### src/sv/bcv_pkg.sv
// Shared types and constants for the Bessel-corrected variance block.
package bcv_pkg;

  localparam int unsigned MAX_COUNT_DEF    = 65536;
  localparam int unsigned SAMPLE_WIDTH_DEF = 16;

  localparam int unsigned ALU_W   = 64;
  localparam int unsigned ALU_CW  = $clog2(ALU_W + 1);
  localparam int unsigned MEAN_W  = 16;
  localparam int unsigned VAR_W   = 32;
  localparam int unsigned STAT_W  = 2;

  typedef enum logic {
    ALU_MUL,
    ALU_DIV
  } alu_op_e;

  typedef struct packed {
    logic    start;
    alu_op_e op;
  } alu_req_t;

  typedef struct packed {
    logic busy;
    logic done;
  } alu_rsp_t;

  typedef enum logic [STAT_W-1:0] {
    STAT_OK,
    STAT_ONE,
    STAT_OVF
  } status_e;

  typedef enum logic [3:0] {
    ST_IDLE,
    ST_SQ,
    ST_ACC,
    ST_CHK,
    ST_DIV_MEAN,
    ST_MUL_SQ,
    ST_DIV_Q,
    ST_DIFF,
    ST_DIV_VAR,
    ST_OUT
  } state_e;

endpackage

### src/sv/bessel_corrected_variance.sv
// Each sample is accepted, squared and accumulated, and input stalls meanwhile; once
// the count is full, further samples are dropped and flag overflow. A sample marked
// last then runs four 64-step operations on the shared multiply/divide unit when the
// set holds more than one sample; a set of one sample goes straight to the output.
// Reset clears the count, the sums, the overflow flag and the output valid.
module bessel_corrected_variance #(
  parameter int unsigned MAX_COUNT    = bcv_pkg::MAX_COUNT_DEF,
  parameter int unsigned SAMPLE_WIDTH = bcv_pkg::SAMPLE_WIDTH_DEF
) (
  input  logic                          clk_i,
  input  logic                          rst_ni,
  input  logic                          in_valid_i,
  output logic                          in_stall_o,
  input  logic [SAMPLE_WIDTH-1:0]       sample_i,
  input  logic                          last_i,
  output logic                          out_valid_o,
  input  logic                          out_stall_i,
  output logic [bcv_pkg::VAR_W-1:0]     corrected_variance_o,
  output logic [bcv_pkg::MEAN_W-1:0]    mean_o,
  output logic [bcv_pkg::STAT_W-1:0]    status_o
);

  localparam int unsigned SW    = SAMPLE_WIDTH;
  localparam int unsigned CW    = $clog2(MAX_COUNT + 1);
  localparam int unsigned SUMW  = SW + CW;
  localparam int unsigned QFULL = 2 * SW - 2 + CW;
  localparam int unsigned QW    = (QFULL > bcv_pkg::ALU_W) ? bcv_pkg::ALU_W : QFULL;
  localparam int unsigned AW    = bcv_pkg::ALU_W;
  localparam int unsigned MW    = bcv_pkg::MEAN_W;
  localparam int unsigned VW    = bcv_pkg::VAR_W;

  bcv_pkg::state_e   state_q, state_d;
  logic [SUMW-1:0]   sum_q;
  logic [QW-1:0]     sqsum_q;
  logic [CW-1:0]     cnt_q;
  logic              ovf_q;
  logic              out_valid_q;

  logic [SW-1:0]     x_q;
  logic [SW-1:0]     mag_q;
  logic              last_q;
  logic [2*SW-1:0]   sqr_q;
  logic [SUMW-2:0]   smag_q;
  logic              sneg_q;
  logic [AW-1:0]     tmp_q;
  logic [MW-1:0]     mean_q;
  logic [VW-1:0]     var_q;
  bcv_pkg::status_e  stat_q;
  logic [VW-1:0]     var_out_q;
  logic [MW-1:0]     mean_out_q;
  logic [bcv_pkg::STAT_W-1:0] stat_out_q;

  logic              in_acc;
  logic              full;
  logic              out_free;
  logic              out_load;
  logic              alu_state;
  logic [SW-1:0]     neg_x;
  logic [SUMW-1:0]   neg_sum;
  logic [CW-1:0]     nm1;
  logic [AW-1:0]     sqsum_ext;
  logic [MW-1:0]     res_lo;

  bcv_pkg::alu_req_t alu_req;
  bcv_pkg::alu_rsp_t alu_rsp;
  logic [AW-1:0]     alu_a;
  logic [AW-1:0]     alu_b;
  logic [AW-1:0]     alu_res;

  bcv_alu u_alu (
    .clk_i    (clk_i),
    .rst_ni   (rst_ni),
    .req_i    (alu_req),
    .a_i      (alu_a),
    .b_i      (alu_b),
    .rsp_o    (alu_rsp),
    .result_o (alu_res)
  );

  assign in_acc    = in_valid_i && !in_stall_o;
  assign full      = (cnt_q == CW'(MAX_COUNT));
  assign out_free  = !out_valid_q || !out_stall_i;
  assign neg_x     = ~sample_i + SW'(1);
  assign neg_sum   = ~sum_q + SUMW'(1);
  assign nm1       = cnt_q - CW'(1);
  assign sqsum_ext = AW'(sqsum_q);
  assign res_lo    = alu_res[MW-1:0];

  always_comb begin
    state_d = state_q;
    case (state_q)
      bcv_pkg::ST_IDLE: begin
        if (in_acc) begin
          if (full) begin
            state_d = last_i ? bcv_pkg::ST_CHK : bcv_pkg::ST_IDLE;
          end else begin
            state_d = bcv_pkg::ST_SQ;
          end
        end
      end
      bcv_pkg::ST_SQ: state_d = bcv_pkg::ST_ACC;
      bcv_pkg::ST_ACC: state_d = last_q ? bcv_pkg::ST_CHK : bcv_pkg::ST_IDLE;
      bcv_pkg::ST_CHK: begin
        state_d = (cnt_q <= CW'(1)) ? bcv_pkg::ST_OUT : bcv_pkg::ST_DIV_MEAN;
      end
      bcv_pkg::ST_DIV_MEAN: if (alu_rsp.done) state_d = bcv_pkg::ST_MUL_SQ;
      bcv_pkg::ST_MUL_SQ: if (alu_rsp.done) state_d = bcv_pkg::ST_DIV_Q;
      bcv_pkg::ST_DIV_Q: if (alu_rsp.done) state_d = bcv_pkg::ST_DIFF;
      bcv_pkg::ST_DIFF: state_d = bcv_pkg::ST_DIV_VAR;
      bcv_pkg::ST_DIV_VAR: if (alu_rsp.done) state_d = bcv_pkg::ST_OUT;
      bcv_pkg::ST_OUT: if (out_free) state_d = bcv_pkg::ST_IDLE;
      default: state_d = bcv_pkg::ST_IDLE;
    endcase
  end

  always_comb begin
    in_stall_o    = (state_q != bcv_pkg::ST_IDLE);
    out_load      = (state_q == bcv_pkg::ST_OUT) && out_free;
    alu_state     = 1'b0;
    alu_req.op    = bcv_pkg::ALU_DIV;
    alu_a         = AW'(smag_q);
    alu_b         = AW'(cnt_q);
    case (state_q)
      bcv_pkg::ST_DIV_MEAN: begin
        alu_state = 1'b1;
      end
      bcv_pkg::ST_MUL_SQ: begin
        alu_state  = 1'b1;
        alu_req.op = bcv_pkg::ALU_MUL;
        alu_b      = AW'(smag_q);
      end
      bcv_pkg::ST_DIV_Q: begin
        alu_state = 1'b1;
        alu_a     = tmp_q;
      end
      bcv_pkg::ST_DIV_VAR: begin
        alu_state = 1'b1;
        alu_a     = tmp_q;
        alu_b     = AW'(nm1);
      end
      default: begin
        alu_state = 1'b0;
      end
    endcase
    alu_req.start = alu_state && !alu_rsp.busy && !alu_rsp.done;
  end

  always_ff @(posedge clk_i or negedge rst_ni) begin
    if (!rst_ni) begin
      state_q     <= bcv_pkg::ST_IDLE;
      sum_q       <= '0;
      sqsum_q     <= '0;
      cnt_q       <= '0;
      ovf_q       <= 1'b0;
      out_valid_q <= 1'b0;
    end else begin
      state_q <= state_d;
      if (state_q == bcv_pkg::ST_IDLE && in_acc && full) begin
        ovf_q <= 1'b1;
      end
      if (state_q == bcv_pkg::ST_ACC) begin
        sum_q   <= sum_q + {{CW{x_q[SW-1]}}, x_q};
        sqsum_q <= sqsum_q + QW'(sqr_q);
        cnt_q   <= cnt_q + CW'(1);
      end
      if (out_load) begin
        sum_q   <= '0;
        sqsum_q <= '0;
        cnt_q   <= '0;
        ovf_q   <= 1'b0;
      end
      if (out_load) begin
        out_valid_q <= 1'b1;
      end else if (!out_stall_i) begin
        out_valid_q <= 1'b0;
      end
    end
  end

  always_ff @(posedge clk_i) begin
    case (state_q)
      bcv_pkg::ST_IDLE: begin
        if (in_acc) begin
          x_q    <= sample_i;
          mag_q  <= sample_i[SW-1] ? neg_x : sample_i;
          last_q <= last_i;
        end
      end
      bcv_pkg::ST_SQ: begin
        sqr_q <= mag_q * mag_q;
      end
      bcv_pkg::ST_CHK: begin
        sneg_q <= sum_q[SUMW-1];
        smag_q <= sum_q[SUMW-1] ? neg_sum[SUMW-2:0] : sum_q[SUMW-2:0];
        if (cnt_q <= CW'(1)) begin
          var_q  <= '0;
          mean_q <= '0;
          stat_q <= bcv_pkg::STAT_ONE;
        end else begin
          stat_q <= ovf_q ? bcv_pkg::STAT_OVF : bcv_pkg::STAT_OK;
        end
      end
      bcv_pkg::ST_DIV_MEAN: begin
        if (alu_rsp.done) begin
          mean_q <= sneg_q ? (~res_lo + MW'(1)) : res_lo;
        end
      end
      bcv_pkg::ST_MUL_SQ, bcv_pkg::ST_DIV_Q: begin
        if (alu_rsp.done) begin
          tmp_q <= alu_res;
        end
      end
      bcv_pkg::ST_DIFF: begin
        tmp_q <= (sqsum_ext >= tmp_q) ? (sqsum_ext - tmp_q) : '0;
      end
      bcv_pkg::ST_DIV_VAR: begin
        if (alu_rsp.done) begin
          var_q <= (|alu_res[AW-1:VW]) ? {VW{1'b1}} : alu_res[VW-1:0];
        end
      end
      default: begin
        last_q <= last_q;
      end
    endcase
    if (out_load) begin
      var_out_q  <= var_q;
      mean_out_q <= mean_q;
      stat_out_q <= stat_q;
    end
  end

  assign out_valid_o          = out_valid_q;
  assign corrected_variance_o = var_out_q;
  assign mean_o               = mean_out_q;
  assign status_o             = stat_out_q;

endmodule

### src/sv/bcv_alu.sv
// Radix-2 shift-add multiplier and restoring divider sharing one adder.
module bcv_alu (
  input  logic                     clk_i,
  input  logic                     rst_ni,
  input  bcv_pkg::alu_req_t        req_i,
  input  logic [bcv_pkg::ALU_W-1:0] a_i,
  input  logic [bcv_pkg::ALU_W-1:0] b_i,
  output bcv_pkg::alu_rsp_t        rsp_o,
  output logic [bcv_pkg::ALU_W-1:0] result_o
);

  localparam int unsigned W  = bcv_pkg::ALU_W;
  localparam int unsigned CW = bcv_pkg::ALU_CW;

  logic                busy_q, busy_d;
  logic                done_q, done_d;
  logic [CW-1:0]       cnt_q, cnt_d;
  bcv_pkg::alu_op_e    op_q, op_d;
  logic [W:0]          x_q, x_d;
  logic [W-1:0]        y_q, y_d;
  logic [W-1:0]        z_q, z_d;
  logic [W:0]          trial;
  logic [W:0]          opa;
  logic [W:0]          opb;
  logic [W+1:0]        sum;
  logic                is_mul;

  assign is_mul = (op_q == bcv_pkg::ALU_MUL);
  assign trial  = {x_q[W-1:0], y_q[W-1]};
  assign opa    = is_mul ? {1'b0, x_q[W-1:0]} : trial;
  assign opb    = is_mul ? {1'b0, z_q} : ~{1'b0, z_q};
  assign sum    = {1'b0, opa} + {1'b0, opb} + {{(W+1){1'b0}}, ~is_mul};

  always_comb begin
    busy_d = busy_q;
    done_d = 1'b0;
    cnt_d  = cnt_q;
    op_d   = op_q;
    x_d    = x_q;
    y_d    = y_q;
    z_d    = z_q;
    if (req_i.start) begin
      busy_d = 1'b1;
      cnt_d  = CW'(W);
      op_d   = req_i.op;
      x_d    = '0;
      y_d    = a_i;
      z_d    = b_i;
    end else if (busy_q) begin
      case (op_q)
        bcv_pkg::ALU_MUL: begin
          if (y_q[0]) begin
            x_d = {1'b0, sum[W-1:0]};
          end
          y_d = {1'b0, y_q[W-1:1]};
          z_d = {z_q[W-2:0], 1'b0};
        end
        bcv_pkg::ALU_DIV: begin
          x_d = sum[W+1] ? sum[W:0] : trial;
          y_d = {y_q[W-2:0], sum[W+1]};
        end
        default: begin
          x_d = x_q;
        end
      endcase
      cnt_d = cnt_q - CW'(1);
      if (cnt_q == CW'(1)) begin
        busy_d = 1'b0;
        done_d = 1'b1;
      end
    end
  end

  always_ff @(posedge clk_i or negedge rst_ni) begin
    if (!rst_ni) begin
      busy_q <= 1'b0;
      done_q <= 1'b0;
      cnt_q  <= '0;
    end else begin
      busy_q <= busy_d;
      done_q <= done_d;
      cnt_q  <= cnt_d;
    end
  end

  always_ff @(posedge clk_i) begin
    op_q <= op_d;
    x_q  <= x_d;
    y_q  <= y_d;
    z_q  <= z_d;
  end

  assign rsp_o.busy = busy_q;
  assign rsp_o.done = done_q;
  assign result_o   = is_mul ? x_q[W-1:0] : y_q;

endmodule

### config.mk
export PLATFORM = sky130hd
export DESIGN_NAME = bessel_corrected_variance
export DESIGN_NICKNAME = d
export VERILOG_FILES = /design/src/sv/bcv_pkg.sv /design/src/sv/bessel_corrected_variance.sv /design/src/sv/bcv_alu.sv
export SDC_FILE = /design/constraint.sdc
export NUM_CORES = 2
export LEC_CHECK = 0
export ABC_AREA = 1
export ABC_CLOCK_PERIOD_IN_PS = 6900
export BUFFER_PORTS_ARGS = -buffer_cell sky130_fd_sc_hd__buf_2
export CORE_ASPECT_RATIO = 0.75
export CORE_UTILIZATION = 45
export DETAILED_ROUTE_END_ITERATION = 6
export RECOVER_POWER = 50
export SYNTH_ARGS = -nofsm -noshare
export SYNTH_HDL_FRONTEND = slang
export SYNTH_HIERARCHICAL = 1
export SYNTH_SLANG_ARGS = --single-unit
### constraint.sdc
create_clock -name clk_i -period 6.9 [get_ports clk_i]
set_clock_uncertainty 0.15 [all_clocks]
set_input_delay 0.69 -clock clk_i [delete_from_list [all_inputs] [get_ports clk_i]]
set_output_delay 0.69 -clock clk_i [all_outputs]
set_load 0.01 [all_outputs]
; After elaboration in Yosys (flattened, before gate mapping)
; Index checks and enable logic that the tools add are counted.
[totals]
ff_bits = 567
in_bits = 21
output_inout_bits = 52
elab_cells = 158
[classes]
add_sub_neg = 11
multipliers = 1
magnitude_cmp = 2
eq_ne = 22
muxes = 59
bitwise = 5
reduce_logical = 31
[ops]
columns = op, n
row1 = 2-to-1 mux 64 bit, 11
row2 = case mux 64 bit (2 select lines), 3
row3 = 2-to-1 mux 65 bit, 2
row4 = 2-to-1 mux 32 bit, 4
row5 = case mux 32 bit (2 select lines), 2
row6 = 2-to-1 mux 47 bit, 2
row7 = adder 65 x 65 -> 66 bit, 1
row8 = adder 66 x 1 -> 66 bit, 1
row9 = 2-to-1 mux 33 bit, 2
row10 = inverter 64 -> 65 bit, 1
row11 = greater-or-equal comparator 47 x 64 -> 1 bit, 1
row12 = subtractor 47 x 64 -> 64 bit, 1
row13 = 2-to-1 mux 16 bit, 3
row14 = adder 47 x 32 -> 47 bit, 1
row15 = case mux 4 bit (10 select lines), 1
row16 = 2-to-1 mux 17 bit, 2
row17 = adder 33 bit, 1
row18 = "adder 16 x 1 -> 16 bit, second input constant", 2
row19 = "adder 32 x 1 -> 32 bit, second input constant", 1
row20 = multiplier 16 x 16 -> 32 bit, 1
row21 = inverter 16 bit, 2
row22 = inverter 32 bit, 1
row23 = case mux 16 bit (2 select lines), 1
row24 = OR reduction 32 bit, 1
row25 = other kinds (29), 83

; Longest topological paths before layout
[logic_depth]
word_depth = 7
ltp_mapped = 27
ltp_nobuf = 25

; By module
; The synthesis kept the hierarchy.
[modules_own_cells]
columns = mod, instances, cells_per_inst, area_per_inst_um2, seq_area_each_um2
row1 = bessel_corrected_variance, 1, 4505, 32810.2, 10385.0
row2 = bcv_alu, 1, 2445, 16041.6, 5380.2

; Worst setup path after synthesis
; OpenSTA, ideal clock, no wires.
[synth_path]
path_kind = register to register
start = register u_alu.op_q
end = register u_alu.z_q[0], enable pin
setup_ps = 574
arrival_time_ps = 5385
t_required_ps = 6176
slack_ps = 791
stages_incl_launch_ff = 5
path_buffers = 3
synth_period_minus_slack_ps = 6109
path_cell_list = edfxtp_1 buf_2 clkbuf_1 clkbuf_1 o21ai_0
[synth_via]
elab_chain_len = 2
[synth_rtl]
columns = item, line_no
row1 = from (decl), bcv_alu.sv:18  ; bcv_pkg::alu_op_e op_q, op_d;
row2 = from (signal assigned), bcv_alu.sv:87  ; op_q <= op_d;
row3 = != test 2 bit (no line), n/a
row4 = AND reduction 2 bit (no line), n/a
row5 = to (signal assigned), bcv_alu.sv:90  ; z_q <= z_d;
row6 = to (decl), bcv_alu.sv:21  ; logic [W-1:0] z_q, z_d;
; No other way between the ends.
; A chain may end at the register's enable or synchronous reset.

; Final worst setup path
[layout_path]
start = register mag_q[9]
end = register sqr_q[26], data pin
[layout_via]
elab_chain_len = 1
[layout_rtl]
columns = item, line_no
row1 = from (decl), bessel_corrected_variance.sv:40  ; logic [SW-1:0] mag_q;
row2 = from (signal assigned), bessel_corrected_variance.sv:185  ; mag_q <= sample_i[SW-1] ? neg_x : sample_i;
row3 = multiplier 16 x 16 -> 32 bit, bessel_corrected_variance.sv:190  ; sqr_q <= mag_q * mag_q;
row4 = to (signal assigned), bessel_corrected_variance.sv:190
row5 = to (decl), bessel_corrected_variance.sv:42  ; logic [2*SW-1:0] sqr_q;
; No other way between the ends.

==> summary.md <==
| Metric | Value |
|---|---|
| Status | `complete, but fails checks` |
| Failing checks | `design-rule violations, max-capacitance violations, max-slew violations` |
| RSZ-0062 raised after global routing | `false` |
| Root buf cell | `clkbuf_16` |
| Fillers | `11010` |
| Fmax achieved | `154.7 MHz` |
| Final setup viols | `0` |
| Worst-Skew Late Latency | `0.68 ns` |
| Chip width | `382.5 um` |
| DR pass1 iterations | `7` |
| Gpl congestion | `1.052` |
| Fraction of layout cells with a size suffix above 1 | `0.03005` |
| Mean Syn Cell Area | `7.029 sq um` |
| Num rows | `104` |
| Area of placed instances | `50680 sq um` |
| I/O Pins | `73` |
| Synth Instances | `6950` |
| Synth Area in XOR/XNOR | `0.03657` |
| Worst Setup Start Kind | `flip-flop` |
| Hold path startpoint | `sample_i[5]` |
| Synth Area in Simple Gates | `0.2785` |
| Die Ht | `287.3 um` |
| Post-synth EDFFs | `389` |
| Largest cells by area after synthesis | `edfxtp_1 24%, nand2_1 16%, inv_1 8.5%, ha_1 7.3%, fa_1 6.8%` |
| Vias/cell | `5.506` |
| Top cell type's share of synthesized area | `0.2391` |
| Tot GR Track Use | `0.3170` |
| Core area | `107500 sq um` |
| CTS Sinks | `565` |
| Number of nets in the layout | `7440` |
| Initial antenna violation count | `3` |
| Synth Flop Type | `edfxtp_1` |
| Sequential-to-total area share from yosys stat | `0.3227` |
| Post-synthesis adder-cell area fraction | `0.1412` |
| Remaining DRCs | `48` |
| Placement Setup Slack | `0.5285 ns` |
| Routed Antenna Nets | `0` |
| CTS tree | `built` |
| Worst setup path class | `reg -> reg` |
| CP max-delay cell | `edfxtp_1` |
| DP HPWL | `142200 um` |
| Area Growth Syn to Fin | `8.165%` |
| Largest family of logic cells by synthesized area | `simple AND/OR/NAND/NOR gates` |
| Post-CTS setup buffers | `0` |
| CTS resizes | `0` |
| Clk slew on worst S/H paths | `0.07 ns` |
| CTS buffer count | `67` |
| Fin. Hold Viols | `0` |
| Cell family with most CP delay | `adder cells` |
| Mux contribution to synthesized area | `0.0002305` |
| Max stage delay on crit path | `0.88 ns` |
| Fin. max-slew vios | `572` |
| WP data arrival | `6.71 ns` |
| Synth Register Bits | `565` |
| CTS H-Tree Depth | `3` |
| Initial Util | `0.4545` |
| Port bufs | `72` |
| RR Startpoint | `mag_q[9]$_DFFE_PP_` |
| Hold Crit Depth | `1` |
| Worst r2r path cells | `21` |
| Worst hold path endpoint | `x_q[5]$_DFFE_PP_` |
| Async SR Flop Fraction | `0.1982` |
| Crit path cell chain | `nand2_1 > fa_1 > inv_1 > fa_1 > inv_1 > fa_1 > inv_1 > fa_1 > fa_1 > inv_1 > fa_1 > inv_1 > ha_1 > nand2_1 > inv_1 > nand2_1 > nor3_1 > nand4_1 > nand3_1 > a21oi_1 > xnor2_1` |
| CP Max Fanout | `16` |
| First-pass GRT wire length | `264300 um` |
| Worst slew pin tran | `3.542 ns` |
| Iter 0 DRT Violations | `5486` |
| Die area | `109900 sq um` |
| Detailed Route WL | `175700 um` |
| Synth Area in Compound Gates | `0.1156` |
| Netlist cell types | `64` |
| Worst r2r dst | `sqr_q[26]$_DFFE_PP_` |
| DR WL/cell | `20.79 um` |
| R2R setup slack | `0.44 ns` |
| Dominant cell type by area after synthesis | `edfxtp_1` |
| Hold Path Class | `in -> reg` |
| Max-cap check violation count | `14` |
| Total gr overflow | `0` |
| CP Buf/Inv Count | `6` |
| Worst setup margin | `0.4351 ns` |
| Min Tclk post-route | `6.465 ns` |
| Ys Warns | `6` |
| Slew HR | `-1.361` |
| Setup tns final | `0 ns` |
| Crit share post-route | `0.9369` |
| Vias in the first global route | `42130` |
| Synthesized area | `48850 sq um` |
| Hold-fix buffers, CTS | `1` |
| Worst EP required | `7.15 ns` |
| Clock Tree Buf Depth | `3` |
| DR vias | `46550` |
| Largest net degree at the start of global routing | `112` |
| Worst setup EP type | `flip-flop` |
| Final instance area | `52840 sq um` |
-- cell families (layout without fill, tap and decap cells) --
| logic type | after synthesis | count (layout) |
|---|---|---|
| AOI/OAI and AO/OA | 1046 | 1046 |
| and+or+nand+nor | 3349 | 3349 |
| muxes | 1 | 1 |
| buffers and inverters | 1333 | 1374 |
| other | 1 | 34 |
| DFF | 565 | 565 |
| adders and majority gates | 451 | 451 |
| xor gates and xnor gates | 204 | 204 |
-- cell usage in the layout, fill, tap and decap left out, drive strengths merged, types with 2 or more instances in the layout --
cell	count
nand2	2128
inv	1131
nor2	667
a21oi	429
o21ai	417
edfxtp	389
nand3	363
ha	284
fa	167
clkbuf	164
xor2	126
dfrtp	112
xnor2	78
nor3	69
a31oi	65
dfxtp	64
nand4	62
o22ai	36
buf	35
o21bai	33
conb	32
clkinv	31
nor4	27
a21o	18
nand3b	17
o221ai	13
o21a	13
bufinv	8
and2	7
or2	7
a21boi	5
clkinvlp	4
a221oi	3
diode	2
a31o	2
o211ai	2
o31ai	2
o32ai	2
-- flip-flops by register name, indices dropped and copies added (netlist names), 17 cells and up --
signal,cells
corrected_variance_o,32
tmp_q,64
sum_q,33
sqr_q,31
smag_q,32
var_q,32
u_alu/z_q,64
u_alu/y_q,64
sqsum_q,47
u_alu/x_q,64
cnt_q,17
-- worst max path at each step --
stage               cells past startpoint                  from                          to
finish                                 21    mag_q[9]$_DFFE_PP_         sqr_q[26]$_DFFE_PP_
global route                           21    mag_q[9]$_DFFE_PP_         sqr_q[30]$_DFFE_PP_
CTS                                    21    mag_q[9]$_DFFE_PP_         sqr_q[30]$_DFFE_PP_
detailed placement                     21    mag_q[9]$_DFFE_PP_         sqr_q[30]$_DFFE_PP_
global placement                       20    mag_q[1]$_DFFE_PP_         sqr_q[24]$_DFFE_PP_
floorplan                               4  u_alu/op_q$_DFFE_PP_  u_alu/z_q[0]$_SDFFCE_PN0P_
-- worst register-to-register path, delay by kind of cell, from the launching register on --
family	cells	cell delay (ns)
xor+xnor	1	0.14
flops	1	0.88
buf+inv	6	0.35
fa+ha+maj	7	3.45
simple gates	6	1.07
compound gates	1	0.14
-- synthesized netlist by cell type (10+ instances only) --
library cell / instances
nand2_1: 2117
inv_1: 1106
nor2_1: 653
a21oi_1: 428
o21ai_0: 402
edfxtp_1: 389
nand3_1: 355
ha_1: 284
fa_1: 167
clkbuf_1: 155
xor2_1: 126
dfrtp_1: 112
xnor2_1: 78
nor3_1: 67
a31oi_1: 65
dfxtp_1: 64
nand4_1: 61
o22ai_1: 36
o21bai_1: 33
nor4_1: 25
buf_2: 19
a21o_1: 18
inv_2: 17
nand3b_1: 17
o21ai_1: 15
nor2_2: 13
o21a_1: 13
o221ai_1: 13
nand2_2: 10
-- layout make-up --
type,instances,area (sq um),area share
multi-input cells,5083,28130,0.5323
flip-flops and latches,565,15770,0.2984
repair buffers,118,599.3,0.01134
diodes,2,5.005,0.00009471
inverters,1133,4263,0.08067
clock buffers,82,1764,0.03339
clock inverters,41,528.0,0.009992
well taps,1431,1790,0.03388
-- metal layers --
layer  vias to the layer above  GRT usage  routed length [um]
li1                      22270          -                   -
met1                     21960     0.5142               87300
met2                      2140     0.4129               65140
met3                       185    0.07102               19380
met4                         2    0.07190                3913
met5                         -          0                  13
-- metrics by stage --
step,cells,hold WS (ns),utilization
final,8455,0.06356,0.4916
after CTS,8453,0.02905,0.4929
after detailed placement,8329,0.2545,0.4715
after global placement,8329,0.2518,0.4715
after floorplan,6981,0.2444,-
after global routing,8453,0.05348,0.4916
Power is left out: the tool's default activity adds up to more than one toggle a clock period on the data nets, which glitch-free logic cannot reach.
